### config.mk
export PLATFORM = sky130hd
export DESIGN_NAME = pst_front
export DESIGN_NICKNAME = d
export VERILOG_FILES = /design/src/sv/pst_pkg.sv /design/src/sv/pst_front.sv
export SDC_FILE = /design/constraint.sdc
export NUM_CORES = 2
export LEC_CHECK = 0
export BUFFER_PORTS_ARGS = -buffer_cell sky130_fd_sc_hd__buf_2
export CAP_MARGIN = 25
export CORE_ASPECT_RATIO = 1.4
export CORE_MARGIN = 1.5
export CORE_UTILIZATION = 55
export DETAILED_ROUTE_END_ITERATION = 10
export PLACE_DENSITY = 0.73
export RECOVER_POWER = 50
export SLEW_MARGIN = 20
export SYNTH_ARGS = -nofsm -noshare
export SYNTH_HDL_FRONTEND = slang
export SYNTH_SLANG_ARGS = --single-unit
### constraint.sdc
create_clock -name clk -period 8.75 [get_ports clk]
set_input_delay 1.3125 -clock clk [delete_from_list [all_inputs] [get_ports clk]]
set_output_delay 1.3125 -clock clk [all_outputs]
set_load 0.005 [all_outputs]
### src/sv/pst_pkg.sv
// Shared types, constants and the arctangent table for the pie sector hit test.
`default_nettype none
package pst_pkg;

	localparam int CORDIC_STEPS = 16;
	localparam int TABLE_LEN    = 24;
	localparam int IDX_W        = 5;

	localparam int VEC_W  = 36;
	localparam int DIFF_W = 20;
	localparam int BND_W  = 18;

	localparam logic [2:0] CFG_ANCHOR_X    = 3'd0;
	localparam logic [2:0] CFG_ANCHOR_Y    = 3'd1;
	localparam logic [2:0] CFG_ROTATION    = 3'd2;
	localparam logic [2:0] CFG_RADIUS      = 3'd3;
	localparam logic [2:0] CFG_SLICE_ANGLE = 3'd4;

	localparam logic [31:0] QUARTER_TURN = 32'h4000_0000;
	localparam logic [31:0] HALF_TURN    = 32'h8000_0000;

	// vectoring CORDIC item as it travels down the pipe
	typedef struct packed {
		logic                     in_rad;
		logic                     zero;
		logic signed [VEC_W-1:0]  x;
		logic signed [VEC_W-1:0]  y;
		logic [31:0]              z;
	} vec_t;

	// slice geometry derived from the configuration registers
	typedef struct packed {
		logic                      busy;
		logic signed [DIFF_W-1:0]  cx;
		logic signed [DIFF_W-1:0]  cy;
		logic [31:0]               rsq;
		logic signed [BND_W-1:0]   fmin;
		logic signed [BND_W-1:0]   fmax;
	} geom_t;

	function automatic logic [29:0] atan_at(input logic [IDX_W-1:0] i);
		logic [29:0] r;
		case (i)
			5'd0:  r = 30'h20000000;
			5'd1:  r = 30'h12E4051D;
			5'd2:  r = 30'h09FB385B;
			5'd3:  r = 30'h051111D4;
			5'd4:  r = 30'h028B0D43;
			5'd5:  r = 30'h0145D7E1;
			5'd6:  r = 30'h00A2F61E;
			5'd7:  r = 30'h00517C55;
			5'd8:  r = 30'h0028BE53;
			5'd9:  r = 30'h00145F2F;
			5'd10: r = 30'h000A2F98;
			5'd11: r = 30'h000517CC;
			5'd12: r = 30'h00028BE6;
			5'd13: r = 30'h000145F3;
			5'd14: r = 30'h0000A2FA;
			5'd15: r = 30'h0000517D;
			5'd16: r = 30'h000028BE;
			5'd17: r = 30'h0000145F;
			5'd18: r = 30'h00000A30;
			5'd19: r = 30'h00000518;
			5'd20: r = 30'h0000028C;
			5'd21: r = 30'h00000146;
			5'd22: r = 30'h000000A3;
			5'd23: r = 30'h00000051;
			default: r = 30'h0;
		endcase
		return r;
	endfunction

endpackage
`default_nettype wire

### src/sv/pst_front.sv
// Front stages: offsets to the centre, squared distance test, vector set-up.
`default_nettype none
module pst_front (
	input  wire                 clk,
	input  wire                 arst_n,
	input  wire                 in_valid,
	output logic                in_ready,
	input  wire  signed [15:0]  touch_x,
	input  wire  signed [15:0]  touch_y,
	input  pst_pkg::geom_t      geom,
	output logic                out_valid,
	input  wire                 out_ready,
	output pst_pkg::vec_t       out_d
);
	import pst_pkg::*;

	logic v_s1, v_s2, v_s3;
	logic r1, r2, r3;
	logic signed [DIFF_W-1:0] dx_s1, dy_s1;
	logic [39:0] dx2_s2, dy2_s2;
	vec_t vec_s2, vec_s3, vec_n;
	logic signed [VEC_W-1:0] xsc, ysc;

	assign r3 = !v_s3 | out_ready;
	assign r2 = !v_s2 | r3;
	assign r1 = !v_s1 | r2;
	assign in_ready = r1 & !geom.busy;

	assign xsc = VEC_W'(dx_s1) <<< 12;
	assign ysc = VEC_W'(dy_s1) <<< 12;

	// stage 3 item with the radius verdict filled in
	always_comb begin
		vec_n        = vec_s2;
		vec_n.in_rad = ({1'b0, dx2_s2} + {1'b0, dy2_s2}) <= {9'b0, geom.rsq};
	end

	always_ff @(posedge clk or negedge arst_n) begin
		if (!arst_n) begin
			v_s1 <= 1'b0;
			v_s2 <= 1'b0;
			v_s3 <= 1'b0;
		end else begin
			if (r1) v_s1 <= in_valid & !geom.busy;
			if (r2) v_s2 <= v_s1;
			if (r3) v_s3 <= v_s2;
		end
	end

	always_ff @(posedge clk) begin
		if (r1) begin
			dx_s1 <= DIFF_W'(touch_x) - geom.cx;
			dy_s1 <= DIFF_W'(touch_y) - geom.cy;
		end
		if (r2) begin
			dx2_s2 <= 40'(dx_s1 * dx_s1);
			dy2_s2 <= 40'(dy_s1 * dy_s1);
			vec_s2.in_rad <= 1'b0;
			vec_s2.zero   <= (dx_s1 == 0) && (dy_s1 == 0);
			if (dx_s1 < 0) begin
				vec_s2.x <= -xsc;
				vec_s2.y <= -ysc;
				vec_s2.z <= HALF_TURN;
			end else begin
				vec_s2.x <= xsc;
				vec_s2.y <= ysc;
				vec_s2.z <= '0;
			end
		end
		if (r3)
			vec_s3 <= vec_n;
	end

	assign out_valid = v_s3;
	assign out_d     = vec_s3;

endmodule
`default_nettype wire

# [After elaboration in Yosys (flattened, before gate mapping)]
# Index checks and enable logic that the tools add are counted.
[word_totals] word_cells=40 register_bits=334 in_bits=145 out_inout_bits=108
[classes] n_bitwise=5 n_reduce_logical=7 n_mux=1 add_sub_neg=5 n_mul=2 order_cmp=2
[ops] op="$mux 104" n=1
[ops] op="$mul 20x20->40" n=2
[ops] op="$neg 32->36" n=2
[ops] op="$logic_not 32->1" n=2
[ops] op="$add 40x40->41" n=1
[ops] op="$le 41x32->1" n=1
[ops] op="$sub 16x20->20" n=2
[ops] op="$lt 20x1->1 const B" n=1
[ops] op="$logic_not 1->1" n=4
[ops] op="$or 1x1->1" n=3
[ops] op="$and 1x1->1" n=2
[ops] op="$logic_and 1x1->1" n=1

# [Depth between registers and ports, before layout]
[logic_depth] depth_word=5 ltp_mapped=29 depth_no_buf=28

# [Least setup slack after synthesis]
# Ideal clock, no wire load.
[synth_timing] kind="flip-flop to flip-flop" start="reg dx_s1[19]" end="reg dx2_s2[39] (data pin)" setup_slack_ns=1.487 arrival_time_ns=7.003 required_time_ns=8.490 path_stages_with_launch=27 setup_ns=0.260 path_buffers=4 path_cell_list="edfxtp_1 -> clkbuf_1 -> clkbuf_1 -> clkbuf_1 -> nand2_1 -> fa_1 -> inv_1 -> fa_1 -> inv_1 -> fa_1 -> inv_1 -> fa_1 -> fa_1 -> fa_1 -> inv_1 -> fa_1 -> inv_1 -> ha_1 -> clkbuf_1 -> nand4_1 -> or3_1 -> o21ai_1 -> a21o_1 -> a21oi_2 -> o311ai_0 -> o211ai_1 -> xnor2_1"
[synth_between] elab_chain_len=1
[synth_rtl] element="start, declared" line_no="pst_front.sv:19" source="logic signed [DIFF_W-1:0] dx_s1, dy_s1;"
[synth_rtl] element="start signal, assigned" line_no="pst_front.sv:52" source="dx_s1 <= DIFF_W'(touch_x) - geom.cx;"
[synth_rtl] element="$mul 20x20->40" line_no="pst_front.sv:56" source="dx2_s2 <= 40'(dx_s1 * dx_s1);"
[synth_rtl] element="end signal, assigned" line_no="pst_front.sv:56"
[synth_rtl] element="end, declared" line_no="pst_front.sv:20" source="logic [39:0] dx2_s2, dy2_s2;"
# Every way passes these cells.
# A chain may end at the register's enable or synchronous reset.

# [Worst setup path after layout]
[layout_timing] start="reg dx_s1[2]" end="reg dx2_s2[39] (data pin)"
# Same word-level chain as after synthesis.

==> impl_metrics.env <==
export IMPL_slowest_stage="fa_1"
export IMPL_cts_sinks=220
export IMPL_grt_pass1_wl_um=147000
export IMPL_grt_start_max_net_pins=72
export IMPL_drc=0
export IMPL_synthMuxAreaShare_pct=0.185
export IMPL_fp_coreArea_mm2=0.0704
export IMPL_synth_seq_cells=220
export IMPL_htree_levels=1
export IMPL_drt_wirelength_per_cell_um=17.8
export IMPL_fin_skew_ns=0.0341
export IMPL_cp_cell_sequence="clkbuf_1 > nand2_1 > fa_1 > fa_1 > inv_1 > fa_1 > fa_1 > fa_1 > fa_1 > inv_1 > fa_1 > inv_1 > ha_1 > nand4_1 > or3_1 > o21ai_1 > a21o_1 > a21oi_2 > o311ai_0 > o211ai_1 > xnor2_1"
export IMPL_final_hold_viol_count=0
export IMPL_required_ns=9.10
export IMPL_grt_pass1_vias=29700
export IMPL_critPathTopFamily="adder cells"
export IMPL_worstSetupPathType="flip-flop to flip-flop"
export IMPL_path_buf_inv=4
export IMPL_postSynthCellCount=3938
export IMPL_cts_resized=0
export IMPL_vias_per_cell=5.37
export IMPL_synth_top_family_by_area="adder cells"
export IMPL_synthArstFlopShare_pct=1.36
export IMPL_setup_viol=0
export IMPL_synth_compound_area_share_pct=7.31
export IMPL_synth_xor_area_share_pct=4.60
export IMPL_crit_top_cell="fa_1"
export IMPL_yosys_area_share_simple_pct=9.36
export IMPL_post_synth_fa_ha_maj_area_fraction_pct=49.9
export IMPL_numCtsBuffers=27
export IMPL_num_rows=115
export IMPL_drv_slew=148
export IMPL_clk_latency_ns=0.60
export IMPL_antennaDiodeCount=0
export IMPL_cts_hold_fix_buffers=0
export IMPL_fmax_mhz=126
export IMPL_critPathLaunchType="flip-flop"
export IMPL_die_area_mm2=0.0729
export IMPL_cp_max_fo=13
export IMPL_synth_area_per_cell_um2=9.95
export IMPL_postCtsSetupRepairBufs=0
export IMPL_cts_root_buffer="clkbuf_16"
export IMPL_fin_crit_sh_pct=90.9
export IMPL_slew_headroom_pct=-144
export IMPL_antenna_found_initial=1
export IMPL_met2_wirelength_um=47900
export IMPL_cpPeakStageDelay_ns=0.73
export IMPL_layout_drive_gt1_share_pct=7.10
export IMPL_fp_dieH_um=319
export IMPL_min_period_ns=7.96
export IMPL_grt_usage_pct=25.8
export IMPL_critPathCaptureType="flip-flop"
export IMPL_io_buffers=161
export IMPL_yosysUniqueCellTypes=76
export IMPL_clkTransAtPathRegs_ns=0.06
export IMPL_clock_path_buffers=3
export IMPL_tritoncts="yes"
export IMPL_wl_met1_um=33400
export IMPL_dpl_hpwl_um=75300
export IMPL_firstDrtPassIters=5
export IMPL_vias=27100
export IMPL_arrival_ns=8.30
export IMPL_grt_overflow=0
export IMPL_syn_area_mm2=0.0392
export IMPL_io_pins=253
export IMPL_globalplace_congestion=0.925
export IMPL_hold_class="flip-flop to flip-flop"
export IMPL_worst_pin_slew_ns=3.66
export IMPL_drt_initial_drc_count=1221
export IMPL_fin_nets=5341
export IMPL_yosys_warnings=0
export IMPL_wl_met3_um=4130
export IMPL_ys_seq_area_share_pct=16.8
export IMPL_drt_antenna_violating_nets=0
export IMPL_violations="capacitance limit, slew limit"
export IMPL_status="complete, but fails checks"
export IMPL_drv_cap=3
export IMPL_synth_main_ff_cell="edfxtp_1"
export IMPL_wl_um=90100
export IMPL_rsz0062_at_grt="false"
export IMPL_synth_edf_count=217
export IMPL_top_layer_used="met4"
export IMPL_initial_utilization_pct=55.7
export IMPL_synthToLayoutAreaGrowth_pct=6.96
export IMPL_die_x_um=229
export IMPL_fin_setup_tns_ns=0
logic make-up after synthesis:
| family | Yosys count |
|---|---|
| adder cells (fa/ha/maj) | 1105 |
| multiplexers | 7 |
| other | 1 |
| AND/OR/NAND/NOR | 784 |
| flip-flops | 220 |
| AO/OA/AOI/OAI | 439 |
| XOR/XNOR | 206 |
| buffers and inverters | 1176 |
sequential cells by signal, summed over array words and instances (netlist names):
name and count:
v_s2 1, out_valid 1, dx_s1 20, dx2_s2 39, dy_s1 20, dy2_s2 39, vec_n 48, v_s1 1
out_d 51
layout make-up:
type | instances | area, um^2
multi-input cells | 2600 | 28200
clock buffers | 28 | 679
inverters | 1023 | 3840
repair buffers | 219 | 1220
well taps | 936 | 1170
clock inverters | 21 | 214
flip-flops and latches | 220 | 6590
fillers | 6019 | 28400
worst register-to-register path, stage by stage, from the launching register on:
cell and delay (ns):
edfxtp_1 0.59, clkbuf_1 0.71, nand2_1 0.24, fa_1 0.61, fa_1 0.58, inv_1 0.06, fa_1 0.73, fa_1 0.51
fa_1 0.50, fa_1 0.50, inv_1 0.05, fa_1 0.49, inv_1 0.04, ha_1 0.37, nand4_1 0.10, or3_1 0.39
o21ai_1 0.25, a21o_1 0.17, a21oi_2 0.10, o311ai_0 0.38, o211ai_1 0.16, xnor2_1 0.16
through the flow:
step / util (%) / area, um^2 / std cells / hold slack (ns) / setup slack [ns]
floorplan: - / 39400 / 3996 / 0.400 / 1.49
global placement: 58.3 / 41000 / 4996 / 0.401 / 0.941
detailed placement: 58.3 / 41000 / 4996 / 0.405 / 0.905
CTS: 59.6 / 41900 / 5045 / 0.418 / 0.905
global route: 59.6 / 41900 / 5047 / 0.424 / 0.320
finish: 59.6 / 41900 / 5047 / 0.417 / 0.793
synthesized netlist by cell type (4+ instances only):
library cell,n,area [um^2]
o21a_1,20,150
a211oi_1,12,90.1
o21bai_1,23,173
o21ai_0,78,390
nand4_1,22,138
o2111ai_1,6,52.6
clkinv_1,7,26.3
o211ai_1,9,67.6
xor2_1,42,368
o31ai_1,13,97.6
or2_2,8,50.1
a31oi_1,14,87.6
nand2b_1,26,163
and3_1,10,62.6
or4_1,5,37.5
nor2b_1,42,263
nand2_1,303,1140
a21o_1,57,428
nor4_1,9,56.3
fa_1,765,15300
buf_4,55,413
nor3b_1,4,30.0
a2111oi_0,5,43.8
buf_1,8,30.0
o21ai_1,14,70.1
nor3_1,35,175
edfxtp_1,217,6520
a31o_2,8,70.1
o41ai_1,7,61.3
and2_1,103,644
nor2_1,172,646
a21oi_1,130,651
nand3_1,26,130
xnor2_1,164,1440
ha_1,340,4250
clkbuf_1,90,338
or3_1,10,62.6
mux2i_1,5,50.1
inv_1,1014,3810
layer usage:
layer,global-route usage [%],up-vias
met5,0,-
met4,12.1,0
met3,2.45,259
met2,47.7,834
met1,30.0,13700
li1,-,12300
layout by cell type, fill, tap and decap left out, types with 25 or more instances in the layout:
master and instances:
a21o_1 57, a21oi_1 130, and2_1 103, buf_2 158, buf_4 51, clkbuf_16 27, conb_1 59, edfxtp_1 217
fa_1 765, ha_1 340, inv_1 1014, nand2_1 303, nand2b_1 26, nand3_1 25, nor2_1 172, nor2b_1 42
nor3_1 35, o21ai_0 79, xnor2_1 164, xor2_1 42
final timing paths:
check / slack, ns / cells after the start / endpoint / startpoint
worst min-delay path: 0.42 / 0 / out_d[92] / vec_n[92]
min in group asynchronous: 0.51 / 1 / v_s1 / arst_n
worst max-delay path: 0.79 / 21 / dx2_s2[39] / dx_s1[2]
worst min register to register: 0.42 / 0 / out_d[92] / vec_n[92]
worst max register to register: 0.79 / 21 / dx2_s2[39] / dx_s1[2]
max in group asynchronous: 8.06 / 1 / v_s2 / arst_n
Power is not shown: default switching activity piles up to over one toggle a cycle in this logic, so the estimate is an artifact.
