--- src/sv/pst_pkg.sv ---
// Shared types, constants and the arctangent table for the pie sector hit test.
`default_nettype none
package pst_pkg;

	localparam int CORDIC_STEPS = 16;
	localparam int TABLE_LEN    = 24;
	localparam int IDX_W        = 5;

	localparam int VEC_W  = 36;
	localparam int DIFF_W = 20;
	localparam int BND_W  = 18;

	localparam logic [2:0] CFG_ANCHOR_X    = 3'd0;
	localparam logic [2:0] CFG_ANCHOR_Y    = 3'd1;
	localparam logic [2:0] CFG_ROTATION    = 3'd2;
	localparam logic [2:0] CFG_RADIUS      = 3'd3;
	localparam logic [2:0] CFG_SLICE_ANGLE = 3'd4;

	localparam logic [31:0] QUARTER_TURN = 32'h4000_0000;
	localparam logic [31:0] HALF_TURN    = 32'h8000_0000;

	// vectoring CORDIC item as it travels down the pipe
	typedef struct packed {
		logic                     in_rad;
		logic                     zero;
		logic signed [VEC_W-1:0]  x;
		logic signed [VEC_W-1:0]  y;
		logic [31:0]              z;
	} vec_t;

	// slice geometry derived from the configuration registers
	typedef struct packed {
		logic                      busy;
		logic signed [DIFF_W-1:0]  cx;
		logic signed [DIFF_W-1:0]  cy;
		logic [31:0]               rsq;
		logic signed [BND_W-1:0]   fmin;
		logic signed [BND_W-1:0]   fmax;
	} geom_t;

	function automatic logic [29:0] atan_at(input logic [IDX_W-1:0] i);
		logic [29:0] r;
		case (i)
			5'd0:  r = 30'h20000000;
			5'd1:  r = 30'h12E4051D;
			5'd2:  r = 30'h09FB385B;
			5'd3:  r = 30'h051111D4;
			5'd4:  r = 30'h028B0D43;
			5'd5:  r = 30'h0145D7E1;
			5'd6:  r = 30'h00A2F61E;
			5'd7:  r = 30'h00517C55;
			5'd8:  r = 30'h0028BE53;
			5'd9:  r = 30'h00145F2F;
			5'd10: r = 30'h000A2F98;
			5'd11: r = 30'h000517CC;
			5'd12: r = 30'h00028BE6;
			5'd13: r = 30'h000145F3;
			5'd14: r = 30'h0000A2FA;
			5'd15: r = 30'h0000517D;
			5'd16: r = 30'h000028BE;
			5'd17: r = 30'h0000145F;
			5'd18: r = 30'h00000A30;
			5'd19: r = 30'h00000518;
			5'd20: r = 30'h0000028C;
			5'd21: r = 30'h00000146;
			5'd22: r = 30'h000000A3;
			5'd23: r = 30'h00000051;
			default: r = 30'h0;
		endcase
		return r;
	endfunction

endpackage
`default_nettype wire

--- src/sv/pst_cordic_stage.sv ---
// One vectoring CORDIC iteration with its own pipeline register.
`default_nettype none
module pst_cordic_stage (
	input  wire                          clk,
	input  wire                          arst_n,
	input  wire  [pst_pkg::IDX_W-1:0]    step,
	input  wire                          in_valid,
	output logic                         in_ready,
	input  pst_pkg::vec_t                in_d,
	output logic                         out_valid,
	input  wire                          out_ready,
	output pst_pkg::vec_t                out_d
);
	import pst_pkg::*;

	logic v_q;
	vec_t d_q;
	logic signed [VEC_W-1:0] xs, ys;
	logic [31:0] at;

	assign in_ready = !v_q | out_ready;
	assign xs = in_d.x >>> step;
	assign ys = in_d.y >>> step;
	assign at = {2'b0, atan_at(step)};

	always_ff @(posedge clk or negedge arst_n) begin
		if (!arst_n)
			v_q <= 1'b0;
		else if (in_ready)
			v_q <= in_valid;
	end

	always_ff @(posedge clk) begin
		if (in_ready) begin
			d_q.in_rad <= in_d.in_rad;
			d_q.zero   <= in_d.zero;
			if (in_d.y >= 0) begin
				d_q.x <= in_d.x + ys;
				d_q.y <= in_d.y - xs;
				d_q.z <= in_d.z + at;
			end else begin
				d_q.x <= in_d.x - ys;
				d_q.y <= in_d.y + xs;
				d_q.z <= in_d.z - at;
			end
		end
	end

	assign out_valid = v_q;
	assign out_d     = d_q;

endmodule
`default_nettype wire

--- config.mk ---
export PLATFORM = sky130hd
export DESIGN_NAME = pst_cordic_stage
export DESIGN_NICKNAME = d
export VERILOG_FILES = /design/src/sv/pst_pkg.sv /design/src/sv/pst_cordic_stage.sv
export SDC_FILE = /design/constraint.sdc
export NUM_CORES = 1
export LEC_CHECK = 0
export BUFFER_PORTS_ARGS = -buffer_cell sky130_fd_sc_hd__clkbuf_2
export CORE_MARGIN = 4
export CORE_UTILIZATION = 45
export CTS_BUF_LIST = sky130_fd_sc_hd__clkbuf_4
export DETAILED_ROUTE_END_ITERATION = 7
export SLEW_MARGIN = 20
export SYNTH_ARGS = -nofsm -noshare
export SYNTH_HDL_FRONTEND = slang
export SYNTH_SLANG_ARGS = --single-unit
--- constraint.sdc ---
create_clock -name clk -period 8.4 [get_ports clk]
set_input_delay 1.26 -clock clk [delete_from_list [all_inputs] [get_ports clk]]
set_output_delay 1.26 -clock clk [all_outputs]
set_load 0.01 [all_outputs]
After elaboration in Yosys (flattened, before gate mapping)
Memories as Yosys holds them, arrays and structs flattened.
Index checks and enable logic that the tools add are counted.

storage, ports and cells
  flip-flop bits (word level) = 107
  memories kept = 1
  memory bits (read-only) = 960
  memory bits (writable) = 0
  word-level logic and storage cells = 19
  output and inout port bits = 108
  bits in latches = 0
  input port bits = 115

cells by class
  $add $sub $neg = 6
  equal/unequal tests = 0
  bitwise gates (word level) = 1
  muxes and demuxes = 1
  multiply operators = 0
  shifts and indexed selects = 2
  order comparisons = 1
  reductions and logical operators = 1
  divide/modulo/power cells = 0

memory list
  memory           depth  width  read ports  clocked after Yosys merged registers in  wr ports  line           text
  (no name shown)  32     30     1           0                                        0         pst_pkg.sv:43  case (i)

operators with widths
  cell                                                  count
  2-to-1 mux 104 bit                                    1
  adder 36 bit                                          2
  >>> shifter 36 x 5 -> 36 bit                          2
  subtractor 36 bit                                     2
  >= comparator 36 x 1 -> 1 bit, second input constant  1
  adder 32 x 30 -> 32 bit                               1
  subtractor 32 x 30 -> 32 bit                          1
  logical NOT 1 bit                                     1
  bitwise OR 1 bit                                      1

Longest topological paths before layout
Gate-level depths: netlist of the first run.

  depth in word-level cells = 3
  depth in mapped cells = 31

Worst setup path before layout of the first run
No wires, ideal clock.

  path type = input to register
  start point = input step[1] (netlist name)
  end point = register d_q (netlist bit out_d[30]), data pin
  data arrival time = 6,826 ps
  stages = 31
  slack = 1,309 ps
  path buffers = 8
  library setup time = 265 ps
  path through = buf_4 > buf_4 > clkinv_1 > buf_4 > buf_2 > buf_4 > buf_2 > ha_1 > clkbuf_1 > nor2b_1 > o21ai_0 > a32o_1 > nor4_1 > nand4_1 > nor2_1 > inv_1 > nor3_1 > nand2b_1 > clkbuf_1 > xnor2_1 > ha_1 > a21o_1 > a211oi_1 > o21ai_0 > and3_1 > o31a_1 > o41ai_1 > o21ai_0 > nor2_1 > a22oi_1 > xor2_1

on the way
  word-level cells in the longest chain between the ends = 3
  elaborated cells between the ends (all ways) = 4
  those cells by class = 2 x add/sub; 1 x mux; 1 x memory

ends and longest elaborated chain
  item                                                                     line                                            text
  start: declaration                                                       pst_cordic_stage.sv:6                           input wire [pst_pkg::IDX_W-1:0] step,
  memory read (32 x 30 bit) (*)                                            -
  subtractor 32 x 30 -> 32 bit or adder 32 x 30 -> 32 bit (tied branches)  pst_cordic_stage.sv:44, pst_cordic_stage.sv:40
  2-to-1 mux 104 bit (*)                                                   pst_cordic_stage.sv:37                          if (in_d.y >= 0) begin
  end: declaration                                                         pst_cordic_stage.sv:17                          vec_t d_q;

Every way passes the cells marked *; elsewhere a longest branch is shown, timed or not.
A chain may end at the register's enable or synchronous reset.

Worst setup path after layout of the first run
  start point = input step[0] (netlist name)
  end point = register d_q (netlist bit out_d[67]), data pin

on the way
  word-level cells in the longest chain between the ends = 3
  elaborated cells between the ends (all ways) = 4
  those cells by class = 2 x add/sub; 1 x shift; 1 x mux

ends and longest elaborated chain
  item                                               line                                            text
  >>> shifter 36 x 5 -> 36 bit (*)                   pst_cordic_stage.sv:22                          assign xs = in_d.x >>> step;
  adder 36 bit or subtractor 36 bit (tied branches)  pst_cordic_stage.sv:43, pst_cordic_stage.sv:39
  2-to-1 mux 104 bit (*)                             pst_cordic_stage.sv:37

Marks and branches as above.

==> summary.md, run 1 <==
Clocking
• 107 — total number of clock tree sinks
• 0.61 ns — Skew-Pair Late Insertion Delay
• 9 — clock buffer count from CTS
• 0 — post-CTS resize count
• 3 — CTS HTree Levels
• 0.19 ns — clock-pin slew reported for the worst setup and hold paths after clock tree synthesis
• built — TritonCTS clock tree
• clkbuf_4 — clock root cell
• 0 — number of post-CTS setup repair buffers
• 0 — CTS Hold Bufs
• 2 — maximum clock path buffer count

Floorplan
• 45.46% — initial core utilization
• 38940 um^2 — Total Die Area
• 223 — Ports
• 35480 um^2 — core area
• 197.3 um — die boundary height
• 197.3 um — Horiz. Die Dim
• 69 — Site Rows

Detailed routing
• 0 — number of DRC violations after detailed routing
• 15683 — total via count in the routed design
• 59.53 mm — final WL
• 1593 — Initial DRC Count
• 24.28 um — WL/cell
• 6.396 — average vias per placed instance
• 6 — 1st-pass router iterations
• 0 — number of routed nets with antenna violations

Critical path
• in2reg — critical path class
• 52 — critical path peak fanout
• 8.77 ns — required time worst endpoint
• flip-flop — Critical Path Sink Type
• 7.65 ns — Worst EP arrival
• input port — crit start category

Synth
• 22.10% — share of the synthesized area in compound gates (AO/OA/AOI/OAI)
• 19.73% — share of the synthesized area in the top cell type
• 8.908 um^2 — syn_area_per_cell
• edfxtp_1 — Primary FF master, synth
• 16130 um^2 — summed instance area of the synthesized netlist
• 0 — number of warnings issued by yosys
• edfxtp_1 20%, mux4_2 12%, ha_1 8.5% — leading post-synthesis cells by cell area
• 106 — EDFF count, synth
• 19.67% — multiplexer fraction of the synthesized cell area
• 2039 — nets in the synthesized netlist
• 19.89% — sequential area share after synthesis
• 8.904% — share of synthesized cell area in full adder, half adder and majority cells
• edfxtp_1 — cell taking the most area after synthesis
• compound AO/OA/AOI/OAI gates — dominant combinational cell family by area after synthesis
• 0.9346% — proportion of synthesized flip-flops having asynchronous set or reset
• 9.718% — share of the synthesized netlist area taken by xor and xnor gates
• 107 — register bit total from synthesis
• 15.16% — Synth Area in Simple Gates
• 1811 — synthesized instance count
• 87 — distinct cell type count of the synthesized netlist

Flow run
• 0 — number of violations of the max-capacitance limit

Timing
• 7.277 ns — minimum clock period after layout
• 0 — Final Hold Violating Endpoints
• 0.1374 GHz — upper clock frequency limit
• 34.40% — max_slew headroom
• 86.63% — Tcrit/Tclk final
• 1.123 ns — least setup slack across all paths after layout
• 0.9738 ns — slew of the pin with the lowest slew margin
• 0 ns — setup TNS
• 0 — Final setup viols
• 0 — final number of max-transition violations
• no — setup repair after global routing missed its margin
• 0.02998 ns — Worst Clk Skew

Placed design
• 0.9903 — global placement routability congestion
• 47.10 mm — HPWL Detailed
• 222 — number of input and output port buffers inserted
• 0.4834 ns — pre-CTS setup slack

GRT
• 3 — initial antenna violation count
• 90.65 mm — first-pass GRT wire length
• 30.08% — Global Route Usage Sum
• 0 — GR Overflow Total
• 53 — pin count of the biggest net entering global routing
• 15245 — number of global-route vias before repair

Final layout
• 12200 um^2 — area of the multi-input gates
• 3449 — final-layout fill cell count
• 10.48% — area delta synth->final
• 21.72% — fraction of final layout cells with drive strength greater than 1
• 3208 um^2 — footprint of the flip-flops and latches
• 2212 — # nets final

Worst hold path
• in2async — Hold WC Path Type

Status
• completed — status

Pwr
• 0.09507 mV — worst supply voltage drop on vdd
• 164.2 nW/um^2 — P per Cell Area
• 0.007520 uW — leakage dissipation

synth_stat cells (11+ instances only):
| cell | count |
|---|---|
| buf_2 | 30 |
| nand3_1 | 39 |
| nor3_1 | 32 |
| and2_1 | 12 |
| o211ai_1 | 12 |
| clkbuf_1 | 44 |
| a21o_1 | 61 |
| inv_1 | 53 |
| or3_1 | 14 |
| a31oi_1 | 16 |
| edfxtp_1 | 106 |
| and3_1 | 18 |
| o31ai_1 | 12 |
| nand2_1 | 153 |
| nor4_1 | 11 |
| nor2_1 | 135 |
| a21oi_1 | 126 |
| nor2b_1 | 14 |
| xor2_1 | 56 |
| mux2i_1 | 92 |
| nand2b_1 | 35 |
| xnor2_1 | 123 |
| o22ai_1 | 29 |
| mux4_2 | 85 |
| o21ai_0 | 118 |
| a211oi_1 | 20 |
| o21a_1 | 17 |
| mux2_2 | 29 |
| buf_4 | 13 |
| buf_1 | 12 |
| ha_1 | 110 |
layout make-up:
| type | instances | share of cell area (%) |
|---|---|---|
| Inverter | 56 | 1.179 |
| Sequential cell | 107 | 18.00 |
| Tap cell | 461 | 3.236 |
| Multi-Input combinational cell | 1543 | 68.43 |
| Timing Repair Buffer | 267 | 8.333 |
| Clock buffer | 9 | 0.3791 |
| Clock inverter | 7 | 0.4142 |
| Antenna cell | 2 | 0.02808 |
metal layers:
metal  up-vias  share of wire [%]  wire length [um]  global-route usage [%]
met5         -                  0                 0                       0
met4         0                4.8              2875                   12.94
met3       137                7.2              4288                   5.509
met2       696                 47             28130                   49.60
met1      7589                 41             24240                   38.83
li1       7261                  -                 -                       -
critical path: stages:
cell and delay [ns]:
buf_6 0.39, buf_12 0.35, buf_4 0.38, mux2i_1 0.33, o22ai_1 0.14, o21a_1 0.19
a211oi_1 0.70, nand3_1 0.29, or4_4 0.53, nor2_1 0.16, nand2_1 0.15, o31ai_1 0.34
xor2_1 0.18, ha_1 0.30, a21o_1 0.18, a21oi_1 0.25, o21ai_0 0.16, nand3_1 0.10
o21ai_0 0.08, a31o_2 0.23, o41ai_1 0.47, o21ai_0 0.23, xnor2_1 0.17
stage by stage:
stage / utilization [%] / instance area (um^2) / power (uW) / hold slack, ns / instances
2_1_floorplan: - / 16130 / 2067 / 0.9644 / 1811
3_3_place_gp: 49.81 / 17680 / 2609 / 1.035 / 2434
3_5_place_dp: 49.81 / 17680 / 2621 / 1.037 / 2434
4_1_cts: 50.21 / 17820 / 2928 / 0.3511 / 2450
5_1_grt: 50.23 / 17820 / 3132 / 0.3370 / 2452
6_report: 50.23 / 17820 / 2926 / 0.3760 / 2452
state kept, by name, summed over array words and instances (netlist names):
signal and flops:
out_valid 1, out_d 106
logic make-up after synthesis:
group	count (synthesis)
buf+inv	161
xor+xnor	179
mux	207
flops	107
compound gates	535
simple gates	509
fa+ha+maj	113
placed cells by master (no fill, tap or decap), types with 56 or more instances in the layout:
| master | count |
|---|---|
| nor2_1 | 135 |
| xor2_1 | 56 |
| xnor2_1 | 123 |
| a21oi_1 | 126 |
| o21ai_0 | 118 |
| ha_1 | 110 |
| mux2i_1 | 92 |
| mux4_2 | 85 |
| clkbuf_2 | 219 |
| nand2_1 | 153 |
| a21o_1 | 61 |
| edfxtp_1 | 106 |
worst paths after layout:
path	startpoint	end	slack, ns	depth (start not counted)
setup / recovery	step[0]	out_d[67]$_DFFE_PP_	1.12	23
hold / removal	arst_n	out_valid$_DFFE_PN0P_	0.38	1
setup reg to reg	out_valid$_DFFE_PN0P_	out_d[67]$_DFFE_PP_	6.33	3
hold reg to reg	out_valid$_DFFE_PN0P_	out_d[4]$_DFFE_PP_	1.07	2
max in group asynchronous	arst_n	out_valid$_DFFE_PN0P_	7.94	1
min in group clk	in_d[104]	out_d[104]$_DFFE_PP_	0.81	1
report_power, final:
part	internal, uW	leakage [uW]	switching [uW]
logic	726	0.00637	1030
clock network	92.0	0.0000783	208
registers	819	0.00107	48.0
(Power assumes the default switching activity.)
==> run 2: changes to the inputs <==
==> constraint.sdc (replaced) <==
create_clock -name clk -period 8.4 [get_ports clk]
set_input_delay 0.42 -clock clk [delete_from_list [all_inputs] [get_ports clk]]
set_output_delay 0.42 -clock clk [all_outputs]
set_load 0.01 [all_outputs]
==> run 2 against run 1 <==
Net effect: utilization down 0.26 points; clock power fell by 6%; wire length fell by 1.3%; critical endpoint is now out_d[102]$_DFFE_PP_; largest cell class unchanged; largest power group unchanged.
==> summary.md, run 2 (synthesized netlist as in run 1, its figures left out) <==
Critical path
• 78 — critical path peak fanout, was 52
• step[0] — start point of the critical path, unchanged
• flip-flop — Critical Path Sink Type, unchanged
• 8.82 ns — required time worst endpoint, was 8.77 ns
• 0.62 ns — largest incremental delay on the critical path, was 0.70 ns
• out_d[102]$_DFFE_PP_ — Critical path destination, was out_d[67]$_DFFE_PP_
• buf_6 > mux2_2 > mux2i_1 > o21ai_1 > a221oi_1 > nand3_1 > or4_1 > or3_1 > o21ai_0 > xnor2_1 > ha_1 > and4_1 > a31o_2 > a221oi_1 > nor2_1 > o211a_1 > o31ai_1 > a21oi_1 > a211o_1 > a21oi_1 > xnor2_1 — Cell Chain, Critical Path, was buf_6 > buf_12 > buf_4 > mux2i_1 > o22ai_1 > o21a_1 > a211oi_1 > nand3_1 > or4_4 > nor2_1 > nand2_1 > o31ai_1 > xor2_1 > ha_1 > a21o_1 > a21oi_1 > o21ai_0 > nand3_1 > o21ai_0 > a31o_2 > o41ai_1 > o21ai_0 > xnor2_1
• 6.31 ns — reg-to-reg setup timing slack, was 6.33 ns
• 1 — worst path bufs/invs, was 3
• or3_1 — critical-path cell with the highest stage delay, was a211oi_1
• out_valid$_DFFE_PN0P_ — beginning of the worst register-to-register path, unchanged
• input port — crit start category, unchanged
• 2 — worst reg-to-reg path cell count, was 3
• 21 — total stage count of the critical path, was 23
• out_d[68]$_DFFE_PP_ — Reg2Reg Capture Point, was out_d[67]$_DFFE_PP_
• 7.03 ns — Worst EP arrival, was 7.65 ns
• compound AO/OA/AOI/OAI gates — family with the most delay on the worst path, unchanged
• in2reg — critical path class, unchanged

Final layout
• 2202 — # nets final, was 2212
• 106 — max reg flops, unchanged
• 3443 — final-layout fill cell count, was 3449
• 3208 um^2 — footprint of the flip-flops and latches, unchanged
• 21.17% — fraction of final layout cells with drive strength greater than 1, was 21.72%
• 9.905% — area delta synth->final, was 10.48%
• clkbuf_2 — leading cell type in the layout, fill and taps excluded, unchanged
• 219 x clkbuf_2, 153 x nand2_1, 134 x nor2_1, 126 x a21oi_1, 123 x xnor2_1 — most used cells in the layout excluding fill and tap cells, was 219 x clkbuf_2, 153 x nand2_1, 135 x nor2_1, 126 x a21oi_1, 123 x xnor2_1
• 12200 um^2 — area of the multi-input gates, about the same
• 17730 um^2 — area of all placed cells without fillers, was 17820 um^2

Floorplan
• 45.46% — initial core utilization, unchanged
• 38940 um^2 — Total Die Area, unchanged
• 223 — Ports, unchanged
• 69 — Site Rows, unchanged
• 197.3 um — Horiz. Die Dim, unchanged
• 197.3 um — die boundary height, unchanged
• 35480 um^2 — core area, unchanged

Pwr
• 1286 uW — switching power summed over all nets, was 1289 uW
• 9.8% — Clock Power Share, was 10.3%
• 44.49% — switching share of total power, was 44.04%
• 0.1035 mV — worst supply voltage drop on vdd, was 0.09507 mV
• 1605 uW — internal power summed over all cells, was 1637 uW
• 163.1 nW/um^2 — P per Cell Area, was 164.2 nW/um^2
• 29.9% — part of the power in registers, was 29.6%
• 60.3% — relative contribution of combinational cells to total power, was 60.1%
• 0.007454 uW — leakage dissipation, was 0.007520 uW

Timing
• 0 — Final setup viols, unchanged
• 6.609 ns — minimum clock period after layout, was 7.277 ns
• no — setup repair after global routing missed its margin, unchanged
• 0.1513 GHz — upper clock frequency limit, was 0.1374 GHz
• 0 — final number of max-transition violations, unchanged
• 34.37% — max_slew headroom, was 34.40%
• 0.9823 ns — slew of the pin with the lowest slew margin, was 0.9738 ns
• 0.02461 ns — Worst Clk Skew, was 0.02998 ns
• 0 — Final Hold Violating Endpoints, unchanged
• 78.68% — Tcrit/Tclk final, was 86.63%
• 0 ns — setup TNS, unchanged

Clocking
• 0.62 ns — Skew-Pair Late Insertion Delay, was 0.61 ns
• clkbuf_4 — clock root cell, unchanged
• 9 — clock buffer count from CTS, unchanged
• 3 — CTS HTree Levels, unchanged
• 0 — number of post-CTS setup repair buffers, unchanged
• 0 — post-CTS resize count, unchanged
• 107 — total number of clock tree sinks, unchanged
• 0.22 ns — clock-pin slew reported for the worst setup and hold paths after clock tree synthesis, was 0.19 ns
• built — TritonCTS clock tree, unchanged
• 2 — maximum clock path buffer count, unchanged

Flow run
• 0 — number of violations of the max-capacitance limit, unchanged

Detailed routing
• 15611 — total via count in the routed design, was 15683
• 58.76 mm — final WL, was 59.53 mm
• 0 — number of routed nets with antenna violations, unchanged
• 1575 — Initial DRC Count, was 1593
• 6.395 — average vias per placed instance, was 6.396
• 6 — 1st-pass router iterations, unchanged
• 0 — number of DRC violations after detailed routing, unchanged
• 24.07 um — WL/cell, was 24.28 um

GRT
• 15037 — number of global-route vias before repair, was 15245
• 2 — initial antenna violation count, was 3
• 79 — pin count of the biggest net entering global routing, was 53
• 29.47% — Global Route Usage Sum, was 30.08%
• 0 — GR Overflow Total, unchanged
• 89.51 mm — first-pass GRT wire length, was 90.65 mm

Placed design
• 45.77 mm — HPWL Detailed, was 47.10 mm
• 0.9940 — global placement routability congestion, was 0.9903
• 17560 um^2 — Placed Instance Area, was 17680 um^2
• 222 — number of input and output port buffers inserted, unchanged

Status
• completed — status, unchanged

Worst hold path
• in2async — Hold WC Path Type, unchanged

==> run 2: worst min-delay path by stage <==
stage / cells past startpoint / end / from
CTS: 2 / out_valid$_DFFE_PN0P_ / arst_n
global placement: 1 / out_valid$_DFFE_PN0P_ / arst_n
finish: 2 / out_valid$_DFFE_PN0P_ / arst_n
floorplan: 0 / out_valid$_DFFE_PN0P_ / arst_n
global route: 2 / out_valid$_DFFE_PN0P_ / arst_n
detailed placement: 1 / out_valid$_DFFE_PN0P_ / arst_n
==> run 2: layer usage <==
metal  up-vias  share of wire (%)  track usage, %  routed length [um]
met1      7566                 41           38.48               24150
met2       676                 47           48.10               27430
met4         2                5.1           14.48                3016
met5         -              0.015               0                   9
met3       125                7.1           4.179                4158
li1       7242                  -               -                   -
==> run 2: power by group through the flow <==
stage / clock network [uW] / logic (uW) / registers, uW
2_1_floorplan: 0 / 1090 / 973
3_3_place_gp: 0 / 1720 / 877
3_5_place_dp: 0 / 1730 / 879
4_1_cts: 294 / 1740 / 867
5_1_grt: 311 / 1910 / 879
6_report: 283 / 1740 / 864
==> run 2: cell type report <==
class,instances,area share (%)
clock buffers,9,0.3811
flip-flops and latches,107,18.09
well taps,461,3.253
multi-input cells,1543,68.80
inverters,56,1.186
diodes,1,0.01411
repair buffers,257,7.939
clock inverters,7,0.3317
==> run 2: per-stage QoR <==
step	setup WS [ns]	utilization, %	std cells	hold slack [ns]	power, uW
6_report	1.791	49.97	2441	0.09023	2891
5_1_grt	1.292	49.97	2441	0.04115	3098
4_1_cts	1.862	49.96	2440	0.04992	2900
3_5_place_dp	1.188	49.49	2420	0.1967	2607
3_3_place_gp	1.301	49.49	2420	0.1955	2595
2_1_floorplan	2.149	-	1811	0.1244	2067
==> run 2: timing repair <==
item                                    CTS  global route
hold buffers                              4             0
endpoints found under the hold margin     4             0
endpoints found under the setup margin    0             0
==> run 3: changes to the inputs <==
==> constraint.sdc (replaced) <==
create_clock -name clk -period 6.65 [get_ports clk]
set_input_delay 0.3325 -clock clk [delete_from_list [all_inputs] [get_ports clk]]
set_output_delay 0.3325 -clock clk [all_outputs]
set_load 0.01 [all_outputs]
==> run 3 against run 2 <==
Net effect: sequential share of layout area fell by 0.63 points; cell area increased by 3.6%; utilization increased by 1.8 points; sequential power increased by 26%; cell count rose by 3.2%; worst setup slack got worse by 1.4 ns; clock power up 38%; via count rose by 1.6%; critical endpoint is now out_d[67]$_DFFE_PP_; largest power group unchanged.
==> summary.md, run 3 (synthesized netlist as in run 1, its figures left out) <==
Status
• completed — status, unchanged

Placed design
• 2494 — number of cells in the design after placement, was 2420
• 1.022 — global placement routability congestion, was 0.9940
• 222 — number of input and output port buffers inserted, unchanged
• -0.1252 ns — pre-CTS setup slack, was 1.188 ns
• 18160 um^2 — Placed Instance Area, was 17560 um^2
• 48.04 mm — HPWL Detailed, was 45.77 mm

Critical path
• input port — crit start category, unchanged
• 7.01 ns — required time worst endpoint, was 8.82 ns
• 0.60 ns — largest incremental delay on the critical path, was 0.62 ns
• 37 — critical path peak fanout, was 78
• mux4_2 — critical-path cell with the highest stage delay, was or3_1
• o21ai_0 — library cell appearing most often on the critical path
• in2reg — critical path class, unchanged
• buf_6 > buf_12 > mux4_2 > mux4_2 > a221oi_4 > nor4b_1 > nand4_1 > nor2_1 > and2_1 > nand3_1 > o21ai_0 > xnor2_1 > ha_1 > nor4_1 > nor2_1 > nand3_1 > o21ai_0 > a31o_2 > o41ai_1 > o21ai_0 > xnor2_1 — Cell Chain, Critical Path, was buf_6 > mux2_2 > mux2i_1 > o21ai_1 > a221oi_1 > nand3_1 > or4_1 > or3_1 > o21ai_0 > xnor2_1 > ha_1 > and4_1 > a31o_2 > a221oi_1 > nor2_1 > o211a_1 > o31ai_1 > a21oi_1 > a211o_1 > a21oi_1 > xnor2_1
• flip-flop — Critical Path Sink Type, unchanged
• 6.58 ns — Worst EP arrival, was 7.03 ns

Pwr
• 0.007848 uW — leakage dissipation, was 0.007454 uW
• 205.6 nW/um^2 — P per Cell Area, was 163.1 nW/um^2
• 0.1428 mV — worst supply voltage drop on vdd, was 0.1035 mV

Final layout
• 13.90% — area delta synth->final, was 9.905%
• 24.00% — fraction of final layout cells with drive strength greater than 1, was 21.17%
• 18370 um^2 — area of all placed cells without fillers, was 17730 um^2
• 51.78% — end-of-flow core utilization, was 49.97%
• 106 — max reg flops, unchanged
• 2520 — Final Non-Filler Cells, was 2441
• 2277 — # nets final, was 2202
• clkbuf_2 — leading cell type in the layout, fill and taps excluded, unchanged
• 219 x clkbuf_2, 153 x nand2_1, 135 x nor2_1, 126 x a21oi_1, 123 x xnor2_1 — most used cells in the layout excluding fill and tap cells, was 219 x clkbuf_2, 153 x nand2_1, 134 x nor2_1, 126 x a21oi_1, 123 x xnor2_1
• 3392 — final-layout fill cell count, was 3443

Clocking
• built — TritonCTS clock tree, unchanged
• 0.58 ns — Skew-Pair Late Insertion Delay, was 0.62 ns
• 0.19 ns — clock-pin slew reported for the worst setup and hold paths after clock tree synthesis, was 0.22 ns
• 107 — total number of clock tree sinks, unchanged
• 2 — maximum clock path buffer count, unchanged
• clkbuf_4 — clock root cell, unchanged
• 0 — number of post-CTS setup repair buffers, unchanged
• 9 — clock buffer count from CTS, unchanged
• 5 — CTS Hold Bufs, was 4
• 0 — post-CTS resize count, unchanged
• 3 — CTS HTree Levels, unchanged

GRT
• 1 — initial antenna violation count, was 2
• 92.61 mm — first-pass GRT wire length, was 89.51 mm
• 68 — pin count of the biggest net entering global routing, was 79
• 15649 — number of global-route vias before repair, was 15037
• 30.41% — Global Route Usage Sum, was 29.47%
• 0 — GR Overflow Total, unchanged

Floorplan
• 223 — Ports, unchanged
• 35480 um^2 — core area, unchanged
• 197.3 um — Horiz. Die Dim, unchanged
• 38940 um^2 — Total Die Area, unchanged
• 197.3 um — die boundary height, unchanged
• 45.46% — initial core utilization, unchanged
• 69 — Site Rows, unchanged

Flow run
• 0 — number of violations of the max-capacitance limit, unchanged

Worst hold path
• in2reg — Hold WC Path Type, was in2async

Detailed routing
• 60.22 mm — final WL, was 58.76 mm
• 5 — 1st-pass router iterations, was 6
• 23.90 um — WL/cell, was 24.07 um
• 1433 — Initial DRC Count, was 1575
• 0 — number of DRC violations after detailed routing, unchanged
• 0 — number of routed nets with antenna violations, unchanged
• 15858 — total via count in the routed design, was 15611
• 6.293 — average vias per placed instance, was 6.395

Timing
• 0 — final number of max-transition violations, unchanged
• no — setup repair after global routing missed its margin, unchanged
• 6.225 ns — minimum clock period after layout
• 39.43% — max_slew headroom, was 34.37%
• 93.60% — Tcrit/Tclk final
• 0 — Final Hold Violating Endpoints, unchanged
• 0 — Final setup viols, unchanged
• 0.9052 ns — slew of the pin with the lowest slew margin, was 0.9823 ns
• 0.02626 ns — Worst Clk Skew, was 0.02461 ns
• 0.07269 ns — worst hold slack across all endpoints, was 0.09023 ns
• 0.4254 ns — least setup slack across all paths after layout, was 1.791 ns
• 0.1607 GHz — upper clock frequency limit

==> run 3: cell types whose count changed in the layout (fill, tap and decap cells not counted), moves of 2 or more <==
cell	previous run	this run
diode_2	1	5
buf_4	32	102
buf_12	1	5
clkinvlp_4	2	0
==> run 3: path summary, 6_finish.rpt <==
path | from | to | slack (ns) | cells after the start
max reg2reg | out_valid$_DFFE_PN0P_ | out_d[93]$_DFFE_PP_ | 4.54 | 2
min in group asynchronous | arst_n | out_valid$_DFFE_PN0P_ | 0.54 | 3
min reg2reg | out_valid$_DFFE_PN0P_ | out_valid$_DFFE_PN0P_ | 1.11 | 2
min | in_d[0] | out_d[0]$_DFFE_PP_ | 0.07 | 2
max | step[0] | out_d[67]$_DFFE_PP_ | 0.43 | 21
max in group asynchronous | arst_n | out_valid$_DFFE_PN0P_ | 6.01 | 3
==> run 3: routing by layer <==
layer  vias to the layer above  part of all wire, %  GRT usage, %
met2                       648                   48         50.72
met4                         0                  4.0         11.68
li1                       7400                    -             -
met3                       122                  6.3         4.196
met5                         -                    0             0
met1                      7688                   42         40.21
==> run 3: stage by stage <==
stage / power [uW] / setup TNS, ns
after floorplan: 2611 / 0
after global placement: 3364 / -0.1012
after detailed placement: 3383 / -0.1252
after CTS: 3789 / 0
after global routing: 4051 / 0
final: 3778 / 0
==> run 3: final cells by class <==
type | count | area [um^2] | share of cell area [%]
clock buffers | 10 | 75.07 | 0.4086
well taps | 461 | 576.8 | 3.139
clock inverters | 6 | 72.57 | 0.3950
flip-flops and latches | 107 | 3208 | 17.46
inverters | 56 | 210.2 | 1.144
diodes | 5 | 12.51 | 0.06810
repair buffers | 332 | 2023 | 11.01
multi-input cells | 1543 | 12200 | 66.37
==> run 3: critical path, delay by kind of cell <==
| kind | cells | cell delay (ns) |
|---|---|---|
| AOI/OAI and AO/OA | 6 | 1.63 |
| xor gates and xnor gates | 2 | 0.32 |
| adders and majority gates | 1 | 0.31 |
| buffers and inverters | 2 | 0.64 |
| muxes | 2 | 1.19 |
| and+or+nand+nor | 8 | 2.08 |
==> run 3: report_power, final <==
part	switching [uW]	total, uW	internal, uW
sequential	57.6	1090	1030
clock	266	390	124
combinational	1320	2300	976
total	1640	3780	2130
